## src/design/biquad_cascade_lowpass_filter_core_assert.svh

```systemverilog
// assertion macros for the biquad cascade core
// no dependencies; included by the top level
`ifndef BIQUAD_CASCADE_LOWPASS_FILTER_CORE_ASSERT_SVH
`define BIQUAD_CASCADE_LOWPASS_FILTER_CORE_ASSERT_SVH

// same-cycle implication
`define BQC_ASSERT_IMPL(label, clk, rst, ante, cons, msg) \
  label: assert property (@(posedge clk) disable iff (rst) (ante) |-> (cons)) \
    else $error(msg);

// next-cycle implication
`define BQC_ASSERT_NEXT(label, clk, rst, ante, cons, msg) \
  label: assert property (@(posedge clk) disable iff (rst) (ante) |=> (cons)) \
    else $error(msg);

`endif

```

## src/design/bqc_pkg.sv

```systemverilog
// shared types, constants, microcode table and helpers for the biquad cascade
// no dependencies
package bqc_pkg;

  localparam int SECTIONS_DEF = 2;
  localparam int MAX_SECTIONS = 2;

  localparam int X_W    = 16;
  localparam int G_W    = 32;
  localparam int C_W    = 32;
  localparam int H_W    = 48;
  localparam int HL_W   = 24;
  localparam int FRAC_W = 16;
  localparam int Q_W    = H_W - FRAC_W;
  localparam int MA_W   = HL_W + 1;
  localparam int MB_W   = C_W + 1;
  localparam int M_W    = MA_W + MB_W;
  localparam int P_W    = 82;
  localparam int CSH    = 28;
  localparam int T_W    = P_W - CSH;
  localparam int ACC_W  = 56;
  localparam int CFG_W  = 64;
  localparam int CFG_IDX_W = 3;
  localparam int STEP_W = 4;

  localparam logic [CFG_W-1:0] ZERO_PAIR_RESET = 64'h1000_0000_1000_0000;

  localparam logic signed [ACC_W-1:0] H_MAX_EXT =
    {{(ACC_W-H_W+1){1'b0}}, {(H_W-1){1'b1}}};
  localparam logic signed [ACC_W-1:0] H_MIN_EXT = ~H_MAX_EXT;

  typedef enum logic [2:0] {
    R_GAIN, R_POLE1, R_ZERO1, R_POLE2, R_ZERO2, R_APPLY_RX, R_APPLY_TX
  } reg_idx_t;

  typedef enum logic [1:0] {M_NONE, M_GAIN, M_HH, M_HL} mul_op_t;
  typedef enum logic {S_H1, S_H2} hist_sel_t;
  typedef enum logic [1:0] {K_B1, K_B2, K_A1, K_A2} coef_sel_t;
  typedef enum logic [1:0] {P_NONE, P_LOAD, P_ADD, P_GAIN} prod_op_t;
  typedef enum logic [2:0] {A_NONE, A_V, A_LOADV, A_SUB, A_ADD, A_W, A_Y} acc_op_t;
  typedef enum logic [1:0] {J_NONE, J_LOOP, J_END} jump_t;

  typedef struct packed {
    mul_op_t   mul;
    hist_sel_t src;
    coef_sel_t coef;
    prod_op_t  prod;
    acc_op_t   acc;
    jump_t     jump;
  } ctl_t;

  typedef struct packed {
    logic run;
    logic done;
  } seq_stat_t;

  localparam ctl_t CTL_NOP = '{M_NONE, S_H1, K_B1, P_NONE, A_NONE, J_NONE};
  localparam logic [STEP_W-1:0] LOOP_STEP = 4'd3;

  function automatic ctl_t mk(input mul_op_t m, input hist_sel_t s, input coef_sel_t k,
                              input prod_op_t p, input acc_op_t a, input jump_t j);
    ctl_t c;
    c.mul  = m;
    c.src  = s;
    c.coef = k;
    c.prod = p;
    c.acc  = a;
    c.jump = j;
    return c;
  endfunction

  // products overlap: hi pass, lo pass + load, add, then accumulate
  function automatic ctl_t ucode(input logic [STEP_W-1:0] step);
    ctl_t c;
    c = CTL_NOP;
    case (step)
      4'd0:  c = mk(M_GAIN, S_H1, K_B1, P_NONE, A_NONE,  J_NONE);
      4'd1:  c = mk(M_NONE, S_H1, K_B1, P_GAIN, A_NONE,  J_NONE);
      4'd2:  c = mk(M_NONE, S_H1, K_B1, P_NONE, A_V,     J_NONE);
      // section loop entry
      4'd3:  c = mk(M_HH,   S_H1, K_B1, P_NONE, A_LOADV, J_NONE);
      4'd4:  c = mk(M_HL,   S_H1, K_B1, P_LOAD, A_NONE,  J_NONE);
      4'd5:  c = mk(M_HH,   S_H2, K_B2, P_ADD,  A_NONE,  J_NONE);
      4'd6:  c = mk(M_HL,   S_H2, K_B2, P_LOAD, A_SUB,   J_NONE);
      4'd7:  c = mk(M_HH,   S_H1, K_A1, P_ADD,  A_NONE,  J_NONE);
      4'd8:  c = mk(M_HL,   S_H1, K_A1, P_LOAD, A_SUB,   J_NONE);
      4'd9:  c = mk(M_HH,   S_H2, K_A2, P_ADD,  A_W,     J_NONE);
      4'd10: c = mk(M_HL,   S_H2, K_A2, P_LOAD, A_ADD,   J_NONE);
      4'd11: c = mk(M_NONE, S_H1, K_B1, P_ADD,  A_NONE,  J_NONE);
      4'd12: c = mk(M_NONE, S_H1, K_B1, P_NONE, A_ADD,   J_NONE);
      4'd13: c = mk(M_NONE, S_H1, K_B1, P_NONE, A_Y,     J_LOOP);
      4'd14: c = mk(M_NONE, S_H1, K_B1, P_NONE, A_NONE,  J_END);
      default: c = mk(M_NONE, S_H1, K_B1, P_NONE, A_NONE, J_END);
    endcase
    return c;
  endfunction

  function automatic logic signed [H_W-1:0] sat_hist(input logic signed [ACC_W-1:0] a);
    if (a > H_MAX_EXT) return H_MAX_EXT[H_W-1:0];
    if (a < H_MIN_EXT) return H_MIN_EXT[H_W-1:0];
    return a[H_W-1:0];
  endfunction

endpackage

```

## src/design/biquad_cascade_lowpass_filter_core.sv

```systemverilog
// Cascaded direct-form-II biquad core with a microcoded shared-multiplier datapath.
// Filtered sample: the sequencer runs the microcode through every section, then the result
// waits for the output register; the next sample is taken in the cycle after it is loaded.
// Pass-through sample: skips the sequencer and goes straight to the finish state.
// The single 25x33 multiplier takes two passes per product and four products per section.
// Synchronous reset clears history and loads the register defaults; no clearing pass.
module biquad_cascade_lowpass_filter_core import bqc_pkg::*; #(
  parameter int SECTIONS = SECTIONS_DEF
) (
  input  logic                  clk,
  input  logic                  rst,
  input  logic                  in_valid,
  output logic                  in_ready,
  input  logic signed [X_W-1:0] sample_in,
  input  logic                  from_receive,
  output logic                  out_valid,
  input  logic                  out_ready,
  output logic signed [X_W-1:0] sample_out,
  input  logic                  cfg_write,
  input  logic [CFG_IDX_W-1:0]  cfg_index,
  input  logic [CFG_W-1:0]      cfg_data
);

`include "biquad_cascade_lowpass_filter_core_assert.svh"

  localparam int SEC_W = (SECTIONS > 1) ? $clog2(SECTIONS) : 1;
  localparam logic signed [Q_W-1:0] Q_XMAX = Q_W'(2 ** (X_W - 1) - 1);
  localparam logic signed [Q_W-1:0] Q_XMIN = -Q_XMAX - 1;

  typedef enum logic [1:0] {ST_IDLE, ST_RUN, ST_FINISH} state_t;

  state_t                state;
  logic [G_W-1:0]        gain;
  logic [CFG_W-1:0]      pole [MAX_SECTIONS];
  logic [CFG_W-1:0]      zero [MAX_SECTIONS];
  logic                  apply_rx;
  logic                  apply_tx;
  logic signed [X_W-1:0] x_hold;
  logic                  pass;
  logic                  accept;
  logic                  enabled;
  logic                  seq_start;
  logic                  out_load;
  ctl_t                  ctl;
  logic [SEC_W-1:0]      sec;
  seq_stat_t             seq_stat;
  logic signed [H_W-1:0] v;
  logic                  round_up;
  logic signed [Q_W-1:0] q;
  logic signed [X_W-1:0] filt;

  assign in_ready  = (state == ST_IDLE);
  assign accept    = in_valid && in_ready;
  assign enabled   = from_receive ? apply_rx : apply_tx;
  assign seq_start = accept && enabled;
  assign out_load  = (state == ST_FINISH) && (!out_valid || out_ready);

  always_ff @(posedge clk) begin
    if (rst) begin
      gain     <= '0;
      pole[0]  <= '0;
      pole[1]  <= '0;
      zero[0]  <= ZERO_PAIR_RESET;
      zero[1]  <= ZERO_PAIR_RESET;
      apply_rx <= 1'b1;
      apply_tx <= 1'b1;
    end else if (cfg_write) begin
      case (reg_idx_t'(cfg_index))
        R_GAIN:     gain     <= cfg_data[G_W-1:0];
        R_POLE1:    pole[0]  <= cfg_data;
        R_ZERO1:    zero[0]  <= cfg_data;
        R_POLE2:    pole[1]  <= cfg_data;
        R_ZERO2:    zero[1]  <= cfg_data;
        R_APPLY_RX: apply_rx <= cfg_data[0];
        R_APPLY_TX: apply_tx <= cfg_data[0];
        default:    ;
      endcase
    end
  end

  bqc_sequencer #(.SECTIONS(SECTIONS)) u_seq (
    .clk   (clk),
    .rst   (rst),
    .start (seq_start),
    .ctl   (ctl),
    .sec   (sec),
    .stat  (seq_stat)
  );

  bqc_datapath #(.SECTIONS(SECTIONS)) u_dp (
    .clk  (clk),
    .rst  (rst),
    .ctl  (ctl),
    .sec  (sec),
    .x    (x_hold),
    .gain (gain),
    .pole (pole),
    .zero (zero),
    .v    (v)
  );

  // truncate toward zero: floor, plus one for a negative value with a fraction
  assign round_up = v[H_W-1] && (v[FRAC_W-1:0] != '0);
  assign q = $signed(v[H_W-1:FRAC_W]) + $signed({{(Q_W-1){1'b0}}, round_up});

  always_comb begin
    if (q > Q_XMAX) begin
      filt = Q_XMAX[X_W-1:0];
    end else if (q < Q_XMIN) begin
      filt = Q_XMIN[X_W-1:0];
    end else begin
      filt = q[X_W-1:0];
    end
  end

  always_ff @(posedge clk) begin
    if (rst) begin
      state     <= ST_IDLE;
      out_valid <= 1'b0;
    end else begin
      if (out_load) begin
        out_valid <= 1'b1;
      end else if (out_ready) begin
        out_valid <= 1'b0;
      end
      case (state)
        ST_IDLE: begin
          if (accept) begin
            x_hold <= sample_in;
            pass   <= !enabled;
            state  <= enabled ? ST_RUN : ST_FINISH;
          end
        end
        ST_RUN: begin
          if (seq_stat.done) begin
            state <= ST_FINISH;
          end
        end
        ST_FINISH: begin
          // hold the result until the output register is free
          if (out_load) begin
            sample_out <= pass ? x_hold : filt;
            state      <= ST_IDLE;
          end
        end
        default: begin
          state <= ST_IDLE;
        end
      endcase
    end
  end

  `BQC_ASSERT_IMPL(a_run_in_state, clk, rst, seq_stat.run, state == ST_RUN, "stray sequencer run")
  `BQC_ASSERT_NEXT(a_start_runs, clk, rst, seq_start, seq_stat.run, "sequencer did not start")
  `BQC_ASSERT_NEXT(a_done_finish, clk, rst, seq_stat.done, state == ST_FINISH, "no finish")

endmodule

```

## src/design/bqc_sequencer.sv

```systemverilog
// microcode sequencer: step counter, section counter and jump logic
// depends on bqc_pkg for the control word and the microcode table
module bqc_sequencer import bqc_pkg::*; #(
  parameter int SECTIONS = SECTIONS_DEF,
  localparam int SEC_W = (SECTIONS > 1) ? $clog2(SECTIONS) : 1
) (
  input  logic             clk,
  input  logic             rst,
  input  logic             start,
  output ctl_t             ctl,
  output logic [SEC_W-1:0] sec,
  output seq_stat_t        stat
);

  logic              run;
  logic [STEP_W-1:0] step;
  ctl_t              word;
  logic              last_sec;

  assign word     = ucode(step);
  assign ctl      = run ? word : CTL_NOP;
  assign last_sec = (sec == SEC_W'(SECTIONS - 1));
  assign stat.run  = run;
  assign stat.done = run && (word.jump == J_END);

  always_ff @(posedge clk) begin
    if (rst) begin
      run  <= 1'b0;
      step <= '0;
      sec  <= '0;
    end else if (start) begin
      run  <= 1'b1;
      step <= '0;
      sec  <= '0;
    end else if (run) begin
      case (word.jump)
        J_END: begin
          run <= 1'b0;
        end
        J_LOOP: begin
          if (!last_sec) begin
            sec  <= sec + 1'b1;
            step <= LOOP_STEP;
          end else begin
            step <= step + 1'b1;
          end
        end
        default: begin
          step <= step + 1'b1;
        end
      endcase
    end
  end

endmodule

```

## src/design/bqc_datapath.sv

```systemverilog
// shared multiplier, product and section accumulators, history registers
// depends on bqc_pkg; driven by the control word from bqc_sequencer
module bqc_datapath import bqc_pkg::*; #(
  parameter int SECTIONS = SECTIONS_DEF,
  localparam int SEC_W = (SECTIONS > 1) ? $clog2(SECTIONS) : 1
) (
  input  logic                    clk,
  input  logic                    rst,
  input  ctl_t                    ctl,
  input  logic [SEC_W-1:0]        sec,
  input  logic signed [X_W-1:0]   x,
  input  logic [G_W-1:0]          gain,
  input  logic [CFG_W-1:0]        pole [MAX_SECTIONS],
  input  logic [CFG_W-1:0]        zero [MAX_SECTIONS],
  output logic signed [H_W-1:0]   v
);

  logic signed [H_W-1:0]   h1 [SECTIONS];
  logic signed [H_W-1:0]   h2 [SECTIONS];
  logic signed [H_W-1:0]   h_sel;
  logic [CFG_W-1:0]        coef_word;
  logic [C_W-1:0]          coef;
  logic signed [MA_W-1:0]  mul_a;
  logic signed [MB_W-1:0]  mul_b;
  logic signed [M_W-1:0]   prod;
  logic signed [M_W-1:0]   mreg;
  logic signed [P_W-1:0]   pacc;
  logic signed [P_W-1:0]   psum;
  logic signed [T_W-1:0]   term;
  logic signed [ACC_W-1:0] acc;
  logic signed [H_W-1:0]   acc_sat;
  logic signed [H_W-1:0]   wreg;

  assign h_sel = (ctl.src == S_H2) ? h2[sec] : h1[sec];

  always_comb begin
    case (ctl.coef)
      K_B1:    begin coef_word = pole[sec]; coef = coef_word[C_W-1:0]; end
      K_B2:    begin coef_word = pole[sec]; coef = coef_word[CFG_W-1:C_W]; end
      K_A1:    begin coef_word = zero[sec]; coef = coef_word[C_W-1:0]; end
      default: begin coef_word = zero[sec]; coef = coef_word[CFG_W-1:C_W]; end
    endcase
  end

  // history split as signed upper part times coefficient plus unsigned lower part
  always_comb begin
    case (ctl.mul)
      M_GAIN: begin
        mul_a = {{(MA_W-X_W){x[X_W-1]}}, x};
        mul_b = {1'b0, gain};
      end
      M_HH: begin
        mul_a = {h_sel[H_W-1], h_sel[H_W-1:HL_W]};
        mul_b = {coef[C_W-1], coef};
      end
      default: begin
        mul_a = {1'b0, h_sel[HL_W-1:0]};
        mul_b = {coef[C_W-1], coef};
      end
    endcase
  end

  assign prod    = mul_a * mul_b;
  assign psum    = pacc + {{(P_W-M_W){mreg[M_W-1]}}, mreg};
  assign acc_sat = sat_hist(acc);

  always_ff @(posedge clk) begin
    if (ctl.mul != M_NONE) begin
      mreg <= prod;
    end
    case (ctl.prod)
      P_LOAD:  pacc <= {{(P_W-M_W){mreg[M_W-1]}}, mreg} <<< HL_W;
      P_ADD:   term <= psum[P_W-1:CSH];
      P_GAIN:  term <= {{(T_W-M_W+FRAC_W){mreg[M_W-1]}}, mreg[M_W-1:FRAC_W]};
      default: ;
    endcase
    case (ctl.acc)
      A_V:     v <= term[H_W-1:0];
      A_LOADV: acc <= {{(ACC_W-H_W){v[H_W-1]}}, v};
      A_SUB:   acc <= acc - {{(ACC_W-T_W){term[T_W-1]}}, term};
      A_ADD:   acc <= acc + {{(ACC_W-T_W){term[T_W-1]}}, term};
      A_W: begin
        wreg <= acc_sat;
        acc  <= {{(ACC_W-H_W){acc_sat[H_W-1]}}, acc_sat};
      end
      A_Y:     v <= acc_sat;
      default: ;
    endcase
  end

  // history shifts once per section, after all four products are taken
  always_ff @(posedge clk) begin
    if (rst) begin
      for (int i = 0; i < SECTIONS; i++) begin
        h1[i] <= '0;
        h2[i] <= '0;
      end
    end else if (ctl.acc == A_Y) begin
      h2[sec] <= h1[sec];
      h1[sec] <= wreg;
    end
  end

endmodule

```

## config.mk

```make
export PLATFORM = sky130hd
export DESIGN_NAME = biquad_cascade_lowpass_filter_core
export DESIGN_NICKNAME = d
export VERILOG_FILES = /design/src/design/bqc_pkg.sv /design/src/design/biquad_cascade_lowpass_filter_core.sv /design/src/design/bqc_sequencer.sv /design/src/design/bqc_datapath.sv
export VERILOG_INCLUDE_DIRS = /design/src /design/src/design
export SDC_FILE = /design/constraint.sdc
export NUM_CORES = 2
export LEC_CHECK = 0
export BUFFER_PORTS_ARGS = -buffer_cell sky130_fd_sc_hd__buf_4
export CAP_MARGIN = 40
export CORE_MARGIN = 4
export CORE_UTILIZATION = 51
export CTS_CLUSTER_SIZE = 24
export DETAILED_ROUTE_END_ITERATION = 16
export GPL_TIMING_DRIVEN = 0
export PLACE_DENSITY = 0.72
export SLEW_MARGIN = 10
export SYNTH_ARGS = -nofsm -noshare
export SYNTH_HDL_FRONTEND = slang
export SYNTH_HIERARCHICAL = 1
export SYNTH_SLANG_ARGS = --single-unit
```

## constraint.sdc

```tcl
create_clock -name clk -period 17.5 [get_ports clk]
set_input_delay 2.625 -clock clk [delete_from_list [all_inputs] [get_ports clk]]
set_output_delay 2.625 -clock clk [all_outputs]
set_load 0.01 [all_outputs]
```

==> reports/qor_table.md <==
| Parameter | Value | Unit |
|:---|:---|:---|
| Iteration count of the initial detailed-routing pass | 7 | - |
| TritonCTS clock tree | yes | - |
| # Max-Cap Violations | 0 | - |
| Initial cell density of the core | 0.5134 | - |
| Overall Global Routing Usage | 0.3342 | - |
| Proportion of layout cells with a drive suffix above 1 | 0.06667 | - |
| Hold Fails Final Rpt | 0 | - |
| Critical path's top delay family | adder cells | - |
| Standard cell with the maximum stage delay on the critical path | sky130_fd_sc_hd__mux2i_1 | - |
| Number of antenna violations at the first check in global routing | 11 | - |
| Most common library cell in the layout ignoring fill and taps | sky130_fd_sc_hd__nand2_1 | - |
| PD cells | 73.09 | nW/um^2 |
| Final period util | 0.6987 | - |
| Global-route wire length before repair | 364.8 | mm |
| Maximum ir drop on the vdd rail | 0.08322 | mV |
| Number of I/O port buffers | 106 | - |
| Area inside the core boundary | 139500 | um^2 |
| Most Frequent Cell on Critical Path | sky130_fd_sc_hd__fa_1 | - |
| Count of H-tree levels built during CTS | 3 | - |
| Final hold slack | 0.4249 | ns |
| Run status | finished, final reports clean | - |
| Vias in the first global route | 58039 | - |
| Grt ovf | 0 | - |
| Final setup viols | 0 | - |
| Depth of the critical timing path with buffers and inverters included | 36 | - |
| Synth warnings | 6 | - |
| Reg-to-Reg End | u_dp/mreg[47]$_DFFE_PP_ | - |
| Max Clk Rate | 0.08178 | GHz |
| Clock latency on the worst-skew pair | 0.69 | ns |
| DP Wirelength | 196.9 | mm |
| Worst setup SP type | flop | - |
| Synthesized area per cell | 9.485 | um^2 |
| Cell count after synthesis | 7553 | - |
| Number of cell instances on the worst register-to-register path | 36 | - |
| Met1 layer wirelength in the final routing | 91.80 | mm |
| Final count of pins violating max slew | 0 | - |
| Sum of buffers and inverters on the critical path | 12 | - |
| Worst-case hold path end point | u_dp/pacc[24]$_DFFE_PN_ | - |
| Setup TNS Final | 0 | ns |
| Hold_buf cts | 0 | - |
| Placed Instances | 9609 | - |
| Layout overhead on the synthesized area | 10.29 | % |
| Type of the tightest min-delay check | flop to flop | - |
| Setup slack of the worst register-to-register path | 5.27 | ns |
| Pleak | 33.63 | nW |
| Number of nets produced by synthesis | 8764 | - |
| DRC viols | 0 | - |
| Die X | 382.8 | um |
| Total I/O pin count | 107 | - |
| Time the worst path needs with I/O delays and setup | 12.23 | ns |
| Crit path DAT | 12.68 | ns |
| Average wire per cell in the routed design | 25.29 | um |
| Number of nets in the final layout | 9043 | - |
| Starting DRC count in detailed routing | 7217 | - |
| Critical path endpoint category | flop | - |
| Setup Fix Bufs, Post-CTS | 0 | - |
| Buffer type at the clock tree root | sky130_fd_sc_hd__clkbuf_16 | - |
| Final Wtd Congestion | 1.050 | - |
| Finished Core Util | 0.5662 | - |
| Setup clock skew after layout | 0.03114 | ns |
| Worst-margin pin slew | 1.082 | ns |
| Relative max-transition margin | 0.2786 | - |
| Clock Pin Slew Worst Setup and Hold Paths | 0.06 | ns |
| Critical path start-end classification | flop to flop | - |
| Maximum root-to-sink buffer count | 3 | - |
| Total vias in the final route | 58915 | - |
| Commonest cells after routing, fill and taps aside | 1279 x sky130_fd_sc_hd__nand2_1, 957 x sky130_fd_sc_hd__inv_1, 844 x sky130_fd_sc_hd__fa_1 | - |
| Pin count of the biggest net entering global routing | 53 | - |
| Reg-to-Reg Start | u_seq/run$_SDFF_PP0_ | - |
| Hold Path Stages | 0 | - |
| Area of the die | 146500 | um^2 |
| Highest cell delay on the worst timing path | 0.81 | ns |
| Standard-cell rows | 137 | - |
| Endpoint required time on the critical path | 17.95 | ns |
| Hold path startpoint | u_dp/mreg[0]$_DFFE_PP_ | - |
| Die Height | 382.8 | um |
| Largest fanout on the critical path | 10 | - |
| Highest metal layer with signal wires | met5 | - |
| Total power | 0.005775 | W |
| Final cell count without fillers | 9789 | - |
| Netlist area before placement | 71640 | um^2 |
| Number of clock buffers inserted by TritonCTS | 87 | - |
| Wire length on met3 | 31.12 | mm |
| Antenna violation net count after detailed routing | 0 | - |
| Layout fillers | 12167 | - |
| Met2 Routed Length | 107.4 | mm |
| Wire length reported by the detailed router | 247.6 | mm |
| Setup repair after global routing missed its margin | no | - |
| # clock sinks | 857 | - |
| Post-cts repair resize count | 0 | - |
| Via density per instance | 6.018 | - |
-- report_power, final --
part	switching, W	internal [W]	total [W]
Sequential	0.0000685	0.00225	0.00232
Clock	0.000851	0.00111	0.00196
Combinational	0.000991	0.000503	0.00149
-- worst reg2reg max path: cells and delay by family (launching register included) --
kind            cells  cell delay [ns]
compound gates      6             1.63
fa+ha+maj           8             4.00
mux                 2             1.03
xor+xnor            1             0.31
flops               1             0.46
buf+inv            12             3.11
simple gates        7             1.46
-- worst max-delay path by stage --
| stage | start | end | slack, ns |
|---|---|---|---|
| final | u_seq/run$_SDFF_PP0_ | u_dp/mreg[47]$_DFFE_PP_ | 5.27 |
| after CTS | u_seq/run$_SDFF_PP0_ | u_dp/mreg[47]$_DFFE_PP_ | 5.61 |
| after floorplan | u_seq/run$_SDFF_PP0_ | u_dp/mreg[51]$_DFFE_PP_ | 8.08 |
| after global routing | u_seq/run$_SDFF_PP0_ | u_dp/mreg[47]$_DFFE_PP_ | 5.04 |
| after global placement | u_seq/run$_SDFF_PP0_ | u_dp/mreg[51]$_DFFE_PP_ | 5.05 |
| after detailed placement | u_seq/run$_SDFF_PP0_ | u_dp/mreg[47]$_DFFE_PP_ | 5.66 |
-- cell type report --
| class | count | area, um^2 | share of cell area |
|---|---|---|---|
| repair buffers | 190 | 1883 | 0.02383 |
| inverters | 962 | 3612 | 0.04572 |
| flip-flops and latches | 857 | 22630 | 0.2864 |
| diodes | 8 | 20.02 | 0.0002534 |
| clock inverters | 62 | 705.7 | 0.008932 |
| clock buffers | 100 | 2276 | 0.02881 |
| well taps | 1876 | 2347 | 0.02971 |
| plain buffers | 394 | 1521 | 0.01926 |
| multi-input cells | 5340 | 44010 | 0.5570 |
-- routing by layer --
layer | up-vias | track usage
li1 | 25315 | -
met1 | 28961 | 0.4397
met2 | 3822 | 0.5015
met3 | 811 | 0.09120
met4 | 6 | 0.1882
met5 | - | 0
-- sequential cells by signal, summed over array words and instances (netlist names), 4 cells and up --
| signal | flops |
|---|---|
| gain | 32 |
| u_dp/acc | 56 |
| pole | 128 |
| zero | 128 |
| u_seq/word | 11 |
| sample_out | 16 |
| u_dp/wreg | 48 |
| u_dp/h1 | 96 |
| u_dp/term | 54 |
| u_dp/pacc | 58 |
| u_dp/mreg | 58 |
| u_seq/step | 4 |
| u_dp/h2 | 96 |
| u_dp/v | 48 |
| x_hold | 16 |
-- metrics by stage --
step	area (um^2)	setup slack (ns)
after floorplan	71640	8.077
final	79010	5.273
after CTS	78880	5.613
after global placement	74780	5.046
after global routing	78990	5.042
after detailed placement	75900	5.662
No activity file was read; power rests on OpenSTA's default activity.
